$ cat config.mk
export PLATFORM = sky130hd
export DESIGN_NAME = hsv_to_rgb_pixel
export DESIGN_NICKNAME = d
export VERILOG_FILES = /design/src/rtl/h2r_pkg.sv /design/src/rtl/hsv_to_rgb_pixel.sv /design/src/rtl/h2r_sector.sv /design/src/rtl/h2r_level.sv
export VERILOG_INCLUDE_DIRS = /design/src /design/src/rtl
export SDC_FILE = /design/constraint.sdc
export NUM_CORES = 2
export LEC_CHECK = 0
export ABC_AREA = 1
export ABC_CLOCK_PERIOD_IN_PS = 8500
export CAP_MARGIN = 0
export CORE_ASPECT_RATIO = 0.8
export CORE_MARGIN = 2
export CORE_UTILIZATION = 45
export CTS_CLUSTER_SIZE = 10
export DETAILED_ROUTE_END_ITERATION = 8
export DONT_BUFFER_PORTS = 1
export GPL_TIMING_DRIVEN = 0
export PLACE_DENSITY = 0.69
export SYNTH_ARGS = -nofsm -noshare
export SYNTH_HDL_FRONTEND = slang
export SYNTH_SLANG_ARGS = --single-unit
export TNS_END_PERCENT = 1
$ cat constraint.sdc
create_clock -name clock -period 8.5 [get_ports clock]
set_input_delay 0 -clock clock [delete_from_list [all_inputs] [get_ports clock]]
set_output_delay 0 -clock clock [all_outputs]
set_load 0.005 [all_outputs]
$ cat src/rtl/hsv_to_rgb_pixel_defines.svh
// ----------------------------------------------------------------------------
// hsv_to_rgb_pixel_defines.svh
// Assertion macros used by the HSV to RGB pixel converter RTL.
// ----------------------------------------------------------------------------
`ifndef HSV_TO_RGB_PIXEL_DEFINES_SVH
`define HSV_TO_RGB_PIXEL_DEFINES_SVH

`ifndef SYNTHESIS

// Check that a condition implies another in the same cycle
`define H2R_ASSERT_IMP(label, clk, rst, ante, cons) \
   label: assert property (@(posedge clk) disable iff (rst) (ante) |-> (cons)) \
      else $error("h2r assertion failed");

// Check that a condition implies another in the next cycle
`define H2R_ASSERT_NXT(label, clk, rst, ante, cons) \
   label: assert property (@(posedge clk) disable iff (rst) (ante) |=> (cons)) \
      else $error("h2r assertion failed");

`else

`define H2R_ASSERT_IMP(label, clk, rst, ante, cons)
`define H2R_ASSERT_NXT(label, clk, rst, ante, cons)

`endif

`endif

$ cat src/rtl/h2r_pkg.sv
// ----------------------------------------------------------------------------
// h2r_pkg
// Widths, fixed-point constants, sector codes and pipeline control types
// for the HSV to RGB pixel converter.
// ----------------------------------------------------------------------------
`timescale 1ns / 1ps
`default_nettype none

package h2r_pkg;

   // Field widths
   localparam int HUE_W = 16;
   localparam int CH_W  = 8;
   localparam int SEC_W = 3;

   // Hue scaling: one degree is 2^HUE_FRAC_BITS hue units
   localparam int HUE_FRAC_BITS   = 6;
   localparam int SECTOR_UNITS    = 60 << HUE_FRAC_BITS;
   localparam int FULL_TURN_UNITS = 360 << HUE_FRAC_BITS;
   localparam int THR_W           = HUE_W + 2;
   localparam int REM_W           = $clog2(SECTOR_UNITS);
   localparam int M_W             = $clog2(SECTOR_UNITS + 1);

   // Level numerator: v * (DEN - s * m), DEN = 255 * SECTOR_UNITS
   localparam int DEN    = 255 * SECTOR_UNITS;
   localparam int DEN_W  = $clog2(DEN + 1);
   localparam int PROD_W = CH_W + M_W;
   localparam int X_W    = CH_W + DEN_W;

   // After dropping the hue fraction bits the divisor is 255 * 60
   localparam int DIV      = 255 * 60;
   localparam int Y_W      = $clog2(255 * DIV + 1);
   localparam int RECIP_SH = 24;
   localparam int RECIP    = (1 << RECIP_SH) / DIV;
   localparam int RECIP_W  = $clog2(RECIP + 1);
   localparam int PQ_W     = Y_W + RECIP_W;

   // Sector codes
   localparam logic [SEC_W-1:0] SEC_0 = 3'd0;
   localparam logic [SEC_W-1:0] SEC_1 = 3'd1;
   localparam logic [SEC_W-1:0] SEC_2 = 3'd2;
   localparam logic [SEC_W-1:0] SEC_3 = 3'd3;
   localparam logic [SEC_W-1:0] SEC_4 = 3'd4;
   localparam logic [SEC_W-1:0] SEC_5 = 3'd5;

   // Stage load enables for one level lane
   typedef struct packed {
      logic st2;
      logic st3;
      logic st4;
   } pipe_en_type;

   // Start of a sector in hue units
   function automatic logic [THR_W-1:0] sector_base(input logic [SEC_W-1:0] sec);
      logic [THR_W-1:0] base;
      base = THR_W'(int'(sec) * SECTOR_UNITS);
      return base;
   endfunction

endpackage

`default_nettype wire

$ cat src/rtl/hsv_to_rgb_pixel.sv
// ----------------------------------------------------------------------------
// hsv_to_rgb_pixel
// HSV to RGB pixel converter: sector split, three level lanes (P, Q, T)
// and a sector routing stage with an output register.
// ----------------------------------------------------------------------------
//
//   channel  direction  ports
//   req      in         req_valid, req_stall, req_hue, req_saturation,
//                       req_brightness
//   rsp      out        rsp_valid, rsp_stall, rsp_red, rsp_green, rsp_blue
//
// One pixel per clock while rsp_stall is low.
// The five register stages (sector split, complement product, brightness
// product, reciprocal estimate, routed output) each hold one transaction.
// A stage loads when it is empty or the next stage loads, so bubbles close
// up under a rsp stall and req_stall rises only when all stages are full.
// Synchronous reset clears the valid bits; no clearing pass is needed.
// ----------------------------------------------------------------------------
`timescale 1ns / 1ps
`default_nettype none
`include "hsv_to_rgb_pixel_defines.svh"

module hsv_to_rgb_pixel (
   input  wire logic                         clock,
   input  wire logic                         reset,
   input  wire logic                         req_valid,
   output logic                              req_stall,
   input  wire logic [h2r_pkg::HUE_W-1:0]    req_hue,
   input  wire logic [h2r_pkg::CH_W-1:0]     req_saturation,
   input  wire logic [h2r_pkg::CH_W-1:0]     req_brightness,
   output logic                              rsp_valid,
   input  wire logic                         rsp_stall,
   output logic      [h2r_pkg::CH_W-1:0]     rsp_red,
   output logic      [h2r_pkg::CH_W-1:0]     rsp_green,
   output logic      [h2r_pkg::CH_W-1:0]     rsp_blue
);

   logic v1_ff, v2_ff, v3_ff, v4_ff, out_v_ff;
   logic v1_in, v2_in, v3_in, v4_in, out_v_in;
   logic en1, en2, en3, en4, en5;
   h2r_pkg::pipe_en_type lane_en;

   logic [h2r_pkg::SEC_W-1:0] sector_ff;
   logic [h2r_pkg::REM_W-1:0] rem_ff;
   logic [h2r_pkg::CH_W-1:0]  sat_ff;
   logic [h2r_pkg::CH_W-1:0]  bright_ff;
   logic [h2r_pkg::SEC_W-1:0] sec2_ff, sec3_ff, sec4_ff;

   logic [h2r_pkg::M_W-1:0]   m_p, m_q, m_t;
   logic [h2r_pkg::CH_W-1:0]  lvl_p, lvl_q, lvl_t, lvl_v;
   logic [h2r_pkg::CH_W-1:0]  bright2_ff, bright3_ff, bright4_ff;
   logic [h2r_pkg::CH_W-1:0]  red_in, green_in, blue_in;
   logic [h2r_pkg::CH_W-1:0]  red_ff, green_ff, blue_ff;

   // Stage load enables: load when empty or when the next stage loads
   always_comb begin
      en5         = !out_v_ff || !rsp_stall;
      en4         = !v4_ff || en5;
      en3         = !v3_ff || en4;
      en2         = !v2_ff || en3;
      en1         = !v1_ff || en2;
      req_stall   = !en1;
      lane_en.st2 = en2;
      lane_en.st3 = en3;
      lane_en.st4 = en4;
      v1_in       = en1 ? req_valid : v1_ff;
      v2_in       = en2 ? v1_ff     : v2_ff;
      v3_in       = en3 ? v2_ff     : v3_ff;
      v4_in       = en4 ? v3_ff     : v4_ff;
      out_v_in    = en5 ? v4_ff     : out_v_ff;
   end

   // Advance valid bits
   always_ff @(posedge clock) begin
      if (reset) begin
         v1_ff    <= 1'b0;
         v2_ff    <= 1'b0;
         v3_ff    <= 1'b0;
         v4_ff    <= 1'b0;
         out_v_ff <= 1'b0;
      end else begin
         v1_ff    <= v1_in;
         v2_ff    <= v2_in;
         v3_ff    <= v3_in;
         v4_ff    <= v4_in;
         out_v_ff <= out_v_in;
      end
   end

   // Stage one: sector split
   h2r_sector u_sector (
      .clock     (clock),
      .en        (en1),
      .hue       (req_hue),
      .sat       (req_saturation),
      .bright    (req_brightness),
      .sector_ff (sector_ff),
      .rem_ff    (rem_ff),
      .sat_ff    (sat_ff),
      .bright_ff (bright_ff)
   );

   // Per-level multipliers of saturation
   always_comb begin
      m_p = h2r_pkg::M_W'(h2r_pkg::SECTOR_UNITS);
      m_q = h2r_pkg::M_W'(rem_ff);
      m_t = h2r_pkg::M_W'(h2r_pkg::M_W'(h2r_pkg::SECTOR_UNITS) - h2r_pkg::M_W'(rem_ff));
   end

   h2r_level u_level_p (
      .clock  (clock),
      .en     (lane_en),
      .sat    (sat_ff),
      .bright (bright_ff),
      .mult   (m_p),
      .level  (lvl_p)
   );

   h2r_level u_level_q (
      .clock  (clock),
      .en     (lane_en),
      .sat    (sat_ff),
      .bright (bright_ff),
      .mult   (m_q),
      .level  (lvl_q)
   );

   h2r_level u_level_t (
      .clock  (clock),
      .en     (lane_en),
      .sat    (sat_ff),
      .bright (bright_ff),
      .mult   (m_t),
      .level  (lvl_t)
   );

   // Carry sector and brightness alongside the lanes
   always_ff @(posedge clock) begin
      if (en2) begin
         sec2_ff    <= sector_ff;
         bright2_ff <= bright_ff;
      end
      if (en3) begin
         sec3_ff    <= sec2_ff;
         bright3_ff <= bright2_ff;
      end
      if (en4) begin
         sec4_ff    <= sec3_ff;
         bright4_ff <= bright3_ff;
      end
   end

   // Route levels to channels by sector
   always_comb begin
      lvl_v = bright4_ff;
      case (sec4_ff)
         h2r_pkg::SEC_0: begin
            red_in = lvl_v;  green_in = lvl_t;  blue_in = lvl_p;
         end
         h2r_pkg::SEC_1: begin
            red_in = lvl_q;  green_in = lvl_v;  blue_in = lvl_p;
         end
         h2r_pkg::SEC_2: begin
            red_in = lvl_p;  green_in = lvl_v;  blue_in = lvl_t;
         end
         h2r_pkg::SEC_3: begin
            red_in = lvl_p;  green_in = lvl_q;  blue_in = lvl_v;
         end
         h2r_pkg::SEC_4: begin
            red_in = lvl_t;  green_in = lvl_p;  blue_in = lvl_v;
         end
         default: begin
            red_in = lvl_v;  green_in = lvl_p;  blue_in = lvl_q;
         end
      endcase
   end

   // Output register
   always_ff @(posedge clock) begin
      if (en5) begin
         red_ff   <= red_in;
         green_ff <= green_in;
         blue_ff  <= blue_in;
      end
   end

   assign rsp_valid = out_v_ff;
   assign rsp_red   = red_ff;
   assign rsp_green = green_ff;
   assign rsp_blue  = blue_ff;

   // An accepted transaction always lands in stage one
   `H2R_ASSERT_NXT(a_accept_loads, clock, reset, req_valid && !req_stall, v1_ff)
   // An empty output register means the whole pipeline can take input
   `H2R_ASSERT_IMP(a_empty_ready, clock, reset, !out_v_ff, !req_stall)
   // Stage one never holds a sector past the last one
   `H2R_ASSERT_IMP(a_sector_range, clock, reset, v1_ff, sector_ff <= h2r_pkg::SEC_5)
   // A finished stage four moves into the output register
   `H2R_ASSERT_NXT(a_stage4_out, clock, reset, v4_ff && en4, out_v_ff)

endmodule

`default_nettype wire

$ cat src/rtl/h2r_sector.sv
// ----------------------------------------------------------------------------
// h2r_sector
// First pipeline stage: splits the hue into sector and remainder, both zero
// at a full turn or more, and registers them with saturation and brightness.
// ----------------------------------------------------------------------------
`timescale 1ns / 1ps
`default_nettype none

module h2r_sector (
   input  wire logic                           clock,
   input  wire logic                           en,
   input  wire logic [h2r_pkg::HUE_W-1:0]      hue,
   input  wire logic [h2r_pkg::CH_W-1:0]       sat,
   input  wire logic [h2r_pkg::CH_W-1:0]       bright,
   output logic      [h2r_pkg::SEC_W-1:0]      sector_ff,
   output logic      [h2r_pkg::REM_W-1:0]      rem_ff,
   output logic      [h2r_pkg::CH_W-1:0]       sat_ff,
   output logic      [h2r_pkg::CH_W-1:0]       bright_ff
);

   logic [h2r_pkg::THR_W-1:0] hue_x;
   logic                      wrap;
   logic [h2r_pkg::SEC_W-1:0] sector_in;
   logic [h2r_pkg::REM_W-1:0] rem_in;

   // Find the sector by comparing against each sector start after the first
   always_comb begin
      hue_x     = h2r_pkg::THR_W'(hue);
      wrap      = (hue_x >= h2r_pkg::THR_W'(h2r_pkg::FULL_TURN_UNITS));
      sector_in = h2r_pkg::SEC_0;
      for (int k = 1; k < 6; k++) begin
         if (hue_x >= h2r_pkg::sector_base(h2r_pkg::SEC_W'(k))) begin
            sector_in = h2r_pkg::SEC_W'(k);
         end
      end
      if (wrap) begin
         sector_in = h2r_pkg::SEC_0;
         rem_in    = '0;
      end else begin
         rem_in = h2r_pkg::REM_W'(hue_x - h2r_pkg::sector_base(sector_in));
      end
   end

   // Load stage one
   always_ff @(posedge clock) begin
      if (en) begin
         sector_ff <= sector_in;
         rem_ff    <= rem_in;
         sat_ff    <= sat;
         bright_ff <= bright;
      end
   end

endmodule

`default_nettype wire

$ cat src/rtl/h2r_level.sv
// ----------------------------------------------------------------------------
// h2r_level
// One level lane: forms floor(v * (DEN - s * m) / DEN) over three register
// stages and a final correction step.
// ----------------------------------------------------------------------------
`timescale 1ns / 1ps
`default_nettype none

module h2r_level (
   input  wire logic                        clock,
   input  wire h2r_pkg::pipe_en_type        en,
   input  wire logic [h2r_pkg::CH_W-1:0]    sat,
   input  wire logic [h2r_pkg::CH_W-1:0]    bright,
   input  wire logic [h2r_pkg::M_W-1:0]     mult,
   output logic      [h2r_pkg::CH_W-1:0]    level
);

   logic [h2r_pkg::PROD_W-1:0] sm_prod;
   logic [h2r_pkg::DEN_W-1:0]  diff_in;
   logic [h2r_pkg::DEN_W-1:0]  diff_ff;
   logic [h2r_pkg::CH_W-1:0]   bright_ff;
   logic [h2r_pkg::X_W-1:0]    num;
   logic [h2r_pkg::Y_W-1:0]    y_in;
   logic [h2r_pkg::Y_W-1:0]    y_ff;
   logic [h2r_pkg::PQ_W-1:0]   recip_prod;
   logic [h2r_pkg::CH_W-1:0]   qe_in;
   logic [h2r_pkg::CH_W-1:0]   qe_ff;
   logic [h2r_pkg::Y_W-1:0]    y4_ff;
   logic [h2r_pkg::Y_W-1:0]    back;
   logic [h2r_pkg::Y_W-1:0]    resid;

   // Stage two: scaled complement DEN - s * m
   always_comb begin
      sm_prod = h2r_pkg::PROD_W'(sat) * h2r_pkg::PROD_W'(mult);
      diff_in = h2r_pkg::DEN_W'(h2r_pkg::PROD_W'(h2r_pkg::DEN) - sm_prod);
   end

   always_ff @(posedge clock) begin
      if (en.st2) begin
         diff_ff   <= diff_in;
         bright_ff <= bright;
      end
   end

   // Stage three: multiply by brightness, drop the hue fraction bits
   always_comb begin
      num  = h2r_pkg::X_W'(bright_ff) * h2r_pkg::X_W'(diff_ff);
      y_in = h2r_pkg::Y_W'(num >> h2r_pkg::HUE_FRAC_BITS);
   end

   always_ff @(posedge clock) begin
      if (en.st3) begin
         y_ff <= y_in;
      end
   end

   // Stage four: reciprocal estimate, low by at most one
   always_comb begin
      recip_prod = h2r_pkg::PQ_W'(y_ff) * h2r_pkg::PQ_W'(h2r_pkg::RECIP);
      qe_in      = h2r_pkg::CH_W'(recip_prod >> h2r_pkg::RECIP_SH);
   end

   always_ff @(posedge clock) begin
      if (en.st4) begin
         qe_ff <= qe_in;
         y4_ff <= y_ff;
      end
   end

   // Correct the estimate with one compare
   always_comb begin
      back  = h2r_pkg::Y_W'(qe_ff) * h2r_pkg::Y_W'(h2r_pkg::DIV);
      resid = y4_ff - back;
      level = qe_ff + h2r_pkg::CH_W'(resid >= h2r_pkg::Y_W'(h2r_pkg::DIV));
   end

endmodule

`default_nettype wire
After elaboration in Yosys (flattened, before gate mapping). Index checks and enable logic that the tools add are counted.

Add/subtract/negate cells: 11. Multiply operators: 13. $lt $le $gt $ge: 9. Equality and inequality tests: 4. Mux-type cells: 8. Reduce and logical (&&, ||, !) cells: 17.

Operators with widths (number): $mul A22 B8 Y29 const B (3); $mul A8 B20 Y28 (3); $pmux W8 S3 (3); $ge A22 B14 Y1 const B (3); $sub A22 B22 Y22 (3); $mul A8 B12 Y20 const B (3); $sub A20 B20 Y20 const A (3); $mul A8 B12 Y20 (2); $ge A16 B14 Y1 const B (2); $ge A16 B15 Y1 const B (2); $add A8 B1 Y8 (3); $ge A16 B12 Y1 const B (1); $ge A16 B13 Y1 const B (1); $mul A8 B4 Y12 const B (1); $sub A12 B12 Y12 (1); $sub A12 B12 Y12 const A (1); $reduce_or A2 Y1 (4); $logic_not A1 Y1 (7); $eq A3 B2 Y1 const B (2); $mux W3 (2); $logic_or A1 B1 Y1 (5); $mul A3 B4 Y4 const B (1); $mux W2 (2); $eq A3 B1 Y1 const B (1); 3 further kinds (3).

Flip-flop bits (word level): 309. Input bits: 36. Output and inout bits: 26. Logic and storage cells: 92.

Depth between registers and ports, before layout.
Depth after elaboration: 8. Gate-level depth with buffers: 36. Depth with buffers taken out: 36.

By module. From an unflattened synthesis, not the netlist that was laid out.

Cell total of the unflattened synthesis: 6691. Area, all modules: 52975.8 sq um.

By module, submodules not included: h2r_level (u_level_q) (times used 1, cells each 2119, area an instance 16280.6 sq um); h2r_level (u_level_t) (times used 1, cells each 2082, area an instance 16231.8 sq um); h2r_level (u_level_p) (times used 1, cells each 2100, area an instance 16226.8 sq um); hsv_to_rgb_pixel (times used 1, cells each 268, area an instance 2758.9 sq um); h2r_sector (times used 1, cells each 122, area an instance 1477.7 sq um).

Worst setup path after synthesis. OpenSTA, ideal clock, no wires.

Kind: register to register. Start point: register out_v_ff (netlist: rsp_valid). End point: register u_sector.bright_ff[0] (netlist bit) (enable). Setup time: 0.386 ns. Arrival time: 6.784 ns. Required time: 8.114 ns. Slack: 1.330 ns. Stages on the path, launching flop included: 10. Path through: dfxtp_1 > nand2_1 > nor2_1 > inv_1 > nor2_1 > inv_1 > nor2_1 > inv_1 > nor2_1 > inv_1.

Longest elaborated chain between the ends: 6.

RTL lines: start: declaration (line hsv_to_rgb_pixel.sv:38) `logic v1_ff, v2_ff, v3_ff, v4_ff, out_v_ff;`; start signal: assignment (line hsv_to_rgb_pixel.sv:86) `out_v_ff <= out_v_in;`; $logic_not A1 Y1 (line hsv_to_rgb_pixel.sv:57) `en5 = !out_v_ff || !rsp_stall;`; $logic_or A1 B1 Y1 (line hsv_to_rgb_pixel.sv:57); via en5 (line hsv_to_rgb_pixel.sv:40) `logic en1, en2, en3, en4, en5;`; $logic_or A1 B1 Y1 (line hsv_to_rgb_pixel.sv:58) `en4 = !v4_ff || en5;`; via en4 (line hsv_to_rgb_pixel.sv:40); $logic_or A1 B1 Y1 (line hsv_to_rgb_pixel.sv:59) `en3 = !v3_ff || en4;`; via en3 (line hsv_to_rgb_pixel.sv:40); $logic_or A1 B1 Y1 (line hsv_to_rgb_pixel.sv:60) `en2 = !v2_ff || en3;`; via en2 (line hsv_to_rgb_pixel.sv:40); $logic_or A1 B1 Y1 (line hsv_to_rgb_pixel.sv:61) `en1 = !v1_ff || en2;`; end signal: assignment (line h2r_sector.sv:50) `bright_ff <= bright;`; end: declaration (line h2r_sector.sv:18) `output logic [h2r_pkg::CH_W-1:0] bright_ff`.

The timed path passes the listed nets, and every way through them passes these cells. A chain may end at the register's enable or synchronous reset.

Worst setup path after layout.
Start point: register u_level_q.qe_ff[5] (netlist bit). End point: register green_ff, in the netlist rsp_green[7], data pin.

Longest elaborated chain between the ends: 5.

RTL lines: start: declaration (line h2r_level.sv:27) `logic [h2r_pkg::CH_W-1:0] qe_ff;`; start signal: assignment (line h2r_level.sv:65) `qe_ff <= qe_in;`; $mul A8 B12 Y20 (line h2r_level.sv:72) `back = h2r_pkg::Y_W'(qe_ff) * h2r_pkg::Y_W'(h2r_pkg::DIV);`; $sub A22 B22 Y22 (line h2r_level.sv:73) `resid = y4_ff - back;`; $ge A22 B14 Y1 (line h2r_level.sv:74) `level = qe_ff + h2r_pkg::CH_W'(resid >= h2r_pkg::Y_W'(h2r_pkg::DIV));`; $add A8 B1 Y8 * (line h2r_level.sv:74); $pmux W8 S3 * (line hsv_to_rgb_pixel.sv:156) `case (sec4_ff)`; via green_in (one bit) (line hsv_to_rgb_pixel.sv:52) `logic [h2r_pkg::CH_W-1:0] red_in, green_in, blue_in;`; end signal: assignment (line hsv_to_rgb_pixel.sv:182) `green_ff <= green_in;`; end: declaration (line hsv_to_rgb_pixel.sv:53) `logic [h2r_pkg::CH_W-1:0] red_ff, green_ff, blue_ff;`.

The timed path passes the listed nets; every way through them passes the cells marked *.

==> metrics.cfg <==
[layout]
num_antenna_cells = 0
final_nets = 7012
area_growth_pct = 7.46
final_cells = 7139
drive_gt1_share_pct = 2.60
n_fill_cell = 9745
multi_input_area_um2 = 31500
regArea_um2 = 8720

[synthesis]
synth_area_per_cell_um2 = 8.12
synth_nets = 6916
synth_cells = 5690
synth_top_area_share_pct = 23.3
yosysWarnings = 0
ys_ff_latch = 292
synth_cell_types = 58
synth_edf_count = 287
synth_ff_type = edfxtp_1
synth_area_leader_cell = fa_1
yosysSeqAreaShare_pct = 18.9
async_reset_ff_share_pct = 0
syn_area_um2 = 46200
synth_area_leaders = fa_1 23%, edfxtp_1 19%, ha_1 18%, inv_1 12%, nand2_1 11%

[clocking]
cts_resized = 0
cts_tree = built
cts_hold_buf = 53
clock_path_buffers = 3
clock_latency_ps = 620
cts_htree_levels = 2
cts-root-buf = clkbuf_16
clkTransAtPathRegs_ps = 60
cts_buffers = 38
clock_sinks = 292
post_cts_buffers = 0

[critical_path]
worstRegToRegCells = 32
startpoint = u_level_q.qe_ff[5]
setup.worst_path.end_class = flop
required_ps = 8830
crit_path_end = rsp_green[7]
timing.rr.end = rsp_green[7]
r2r-start = u_level_q.qe_ff[5]
worst_setup_path_start_kind = flop
critPathMaxStageDelay_ps = 720
arrival_ps = 7860
regToRegSetupSlack_ps = 960
cp_slowest_cell = fa_1
cpMostUsedCell = nand2_1
path_class = flop to flop
critPathMaxFanout = 7

[routing]
routedWlPerCell_um = 15.6
drtAntennaViolNets = 0
drc_errors = 0
dr.first_iter.drc_count = 2775
vias_per_cell = 5.05
drtPass1Iterations = 5
finalWirelength_um = 112000
vias = 36100

[grt]
antenna_found_initial = 1
grt_pass1_vias = 36400
grt_pass1_wl_um = 184000
grt_max_degree = 68
track_usage_pct = 21.6
grt_overflow_total = 0

[floorplanning]
die_x_um = 362
core_area_um2 = 102000
io_pins = 62
die_height_um = 291
die_area_um2 = 105000
placementRows = 105
start_util_pct = 45.2

[sta]
drv_slew = 0
skew_ps = 46.7
finalCritPeriodShare_pct = 88.7
final.min_clock_period_ps = 7540
setup_viol = 0
hold_viol_final = 0
worst_slew_pin_slew_ps = 1080
fin_setup_tns_ps = 0
relSlewSlack_pct = 27.9
rsz0062_at_grt = false
max_freq_mhz = 133

[place]
gp_congestion = 0.926
port_buffers = 0
dp_hpwl_um = 92500
dp_cells = 7030

[min_path]
hp-class = primary input to flop

[status]
status = completed

[job]
drv_cap = 0

==> cells by family (layout without fill, tap and decap cells) <==
logic type | Yosys count | after routing | synth area share, %
fa+ha+maj | 1190 | 1190 | 40.9
simple gates | 1926 | 1926 | 17.0
flops | 292 | 292 | 18.9
buf+inv | 1566 | 1678 | 12.9
xor+xnor | 199 | 199 | 3.79
compound gates | 517 | 517 | 6.56
==> state kept, by name, indices dropped and copies added (netlist names), 12 cells and up <==
name and flops:
u_sector.rem_ff 12, u_level_t.y_ff 22, u_level_q.y_ff 22, u_level_t.diff_ff 20, u_level_q.diff_ff 19, u_level_p.y_ff 20
u_level_t.y4_ff 20, u_level_p.diff_ff 12, u_level_q.y4_ff 20, u_level_p.y4_ff 20
==> final cells by class <==
| type | instances | share of cell area [%] |
|---|---|---|
| Multi-Input combinational cell | 3832 | 63.5 |
| Tap cell | 1337 | 3.37 |
| Clock buffer | 44 | 1.96 |
| Inverter | 1438 | 10.9 |
| Clock inverter | 12 | 0.378 |
| Buffer | 128 | 1.11 |
| Timing Repair Buffer | 56 | 1.22 |
| Sequential cell | 292 | 17.6 |
==> placed cells by master, fill, tap and decap left out, types with 5 or more instances in the layout <==
master / n
ha_1: 653
inv_2: 13
nor3_1: 46
nand4_1: 52
o21a_1: 6
dlygate4sd3_1: 53
o2111ai_1: 27
a211oi_1: 12
nand3_1: 163
clkbuf_2: 42
clkbuf_16: 38
o31ai_1: 7
xor2_1: 135
and2_1: 6
nor4_1: 10
a21boi_0: 6
o21ai_0: 101
nor2_1: 305
o211ai_1: 6
clkbuf_1: 79
buf_2: 8
a21oi_1: 239
fa_1: 537
o21bai_1: 22
nand2_2: 11
a31oi_1: 22
o21ai_1: 13
nand2_1: 1296
a21o_1: 33
nand3b_1: 16
edfxtp_1: 287
xnor2_1: 63
inv_1: 1422
dfxtp_1: 5
or2_2: 6
==> synthesized netlist by cell type, types with 8 or more instances <==
cell / instances
inv_1: 1426
nand2_1: 1296
ha_1: 653
fa_1: 537
nor2_1: 305
edfxtp_1: 287
a21oi_1: 239
nand3_1: 163
xor2_1: 135
o21ai_0: 101
clkbuf_1: 73
xnor2_1: 63
nand4_1: 52
nor3_1: 46
clkbuf_2: 42
a21o_1: 33
o2111ai_1: 27
a31oi_1: 22
o21bai_1: 22
nand3b_1: 16
o21ai_1: 13
a211oi_1: 12
inv_2: 11
nand2_2: 11
nor4_1: 10
buf_2: 8
==> per-stage QoR <==
step	area (um^2)	setup WS (ps)	hold WS (ps)	util, %
after floorplan	46200	1330	69.1	-
after global placement	47900	-1450	69.9	46.8
after detailed placement	48000	975	73.1	46.9
after CTS	49600	938	0.328	48.6
after global routing	49600	423	22.7	48.6
final	49600	965	30.2	48.6
==> layer usage <==
metal	global-route usage (%)	part of all wire, %
met2	33.9	43
met1	30.7	47
met5	0	0.012
met3	3.28	6.5
met4	6.71	3.1
==> worst min path at each step <==
| stage | start | end | slack (ps) | depth (start not counted) |
|---|---|---|---|---|
| floorplan | reset | rsp_valid | 70 | 1 |
| global placement | reset | rsp_valid | 70 | 1 |
| detailed placement | reset | v3_ff | 70 | 1 |
| CTS | req_saturation[7] | u_sector.sat_ff[7] | 0.3 | 1 |
| global route | req_brightness[7] | u_sector.bright_ff[7] | 20 | 1 |
| finish | req_saturation[7] | u_sector.sat_ff[7] | 30 | 1 |
==> critical path: cells and delay by family, from the launching register on <==
family	cells	cell delay [ps]
buffers and inverters	2	160
adders and majority gates	7	3260
DFF	1	620
AOI/OAI and AO/OA	6	1000
xor gates and xnor gates	2	670
and+or+nand+nor	15	1570
Power is left out: the tool's default activity adds up to more than one toggle a clock period on the data nets, which glitch-free logic cannot reach.
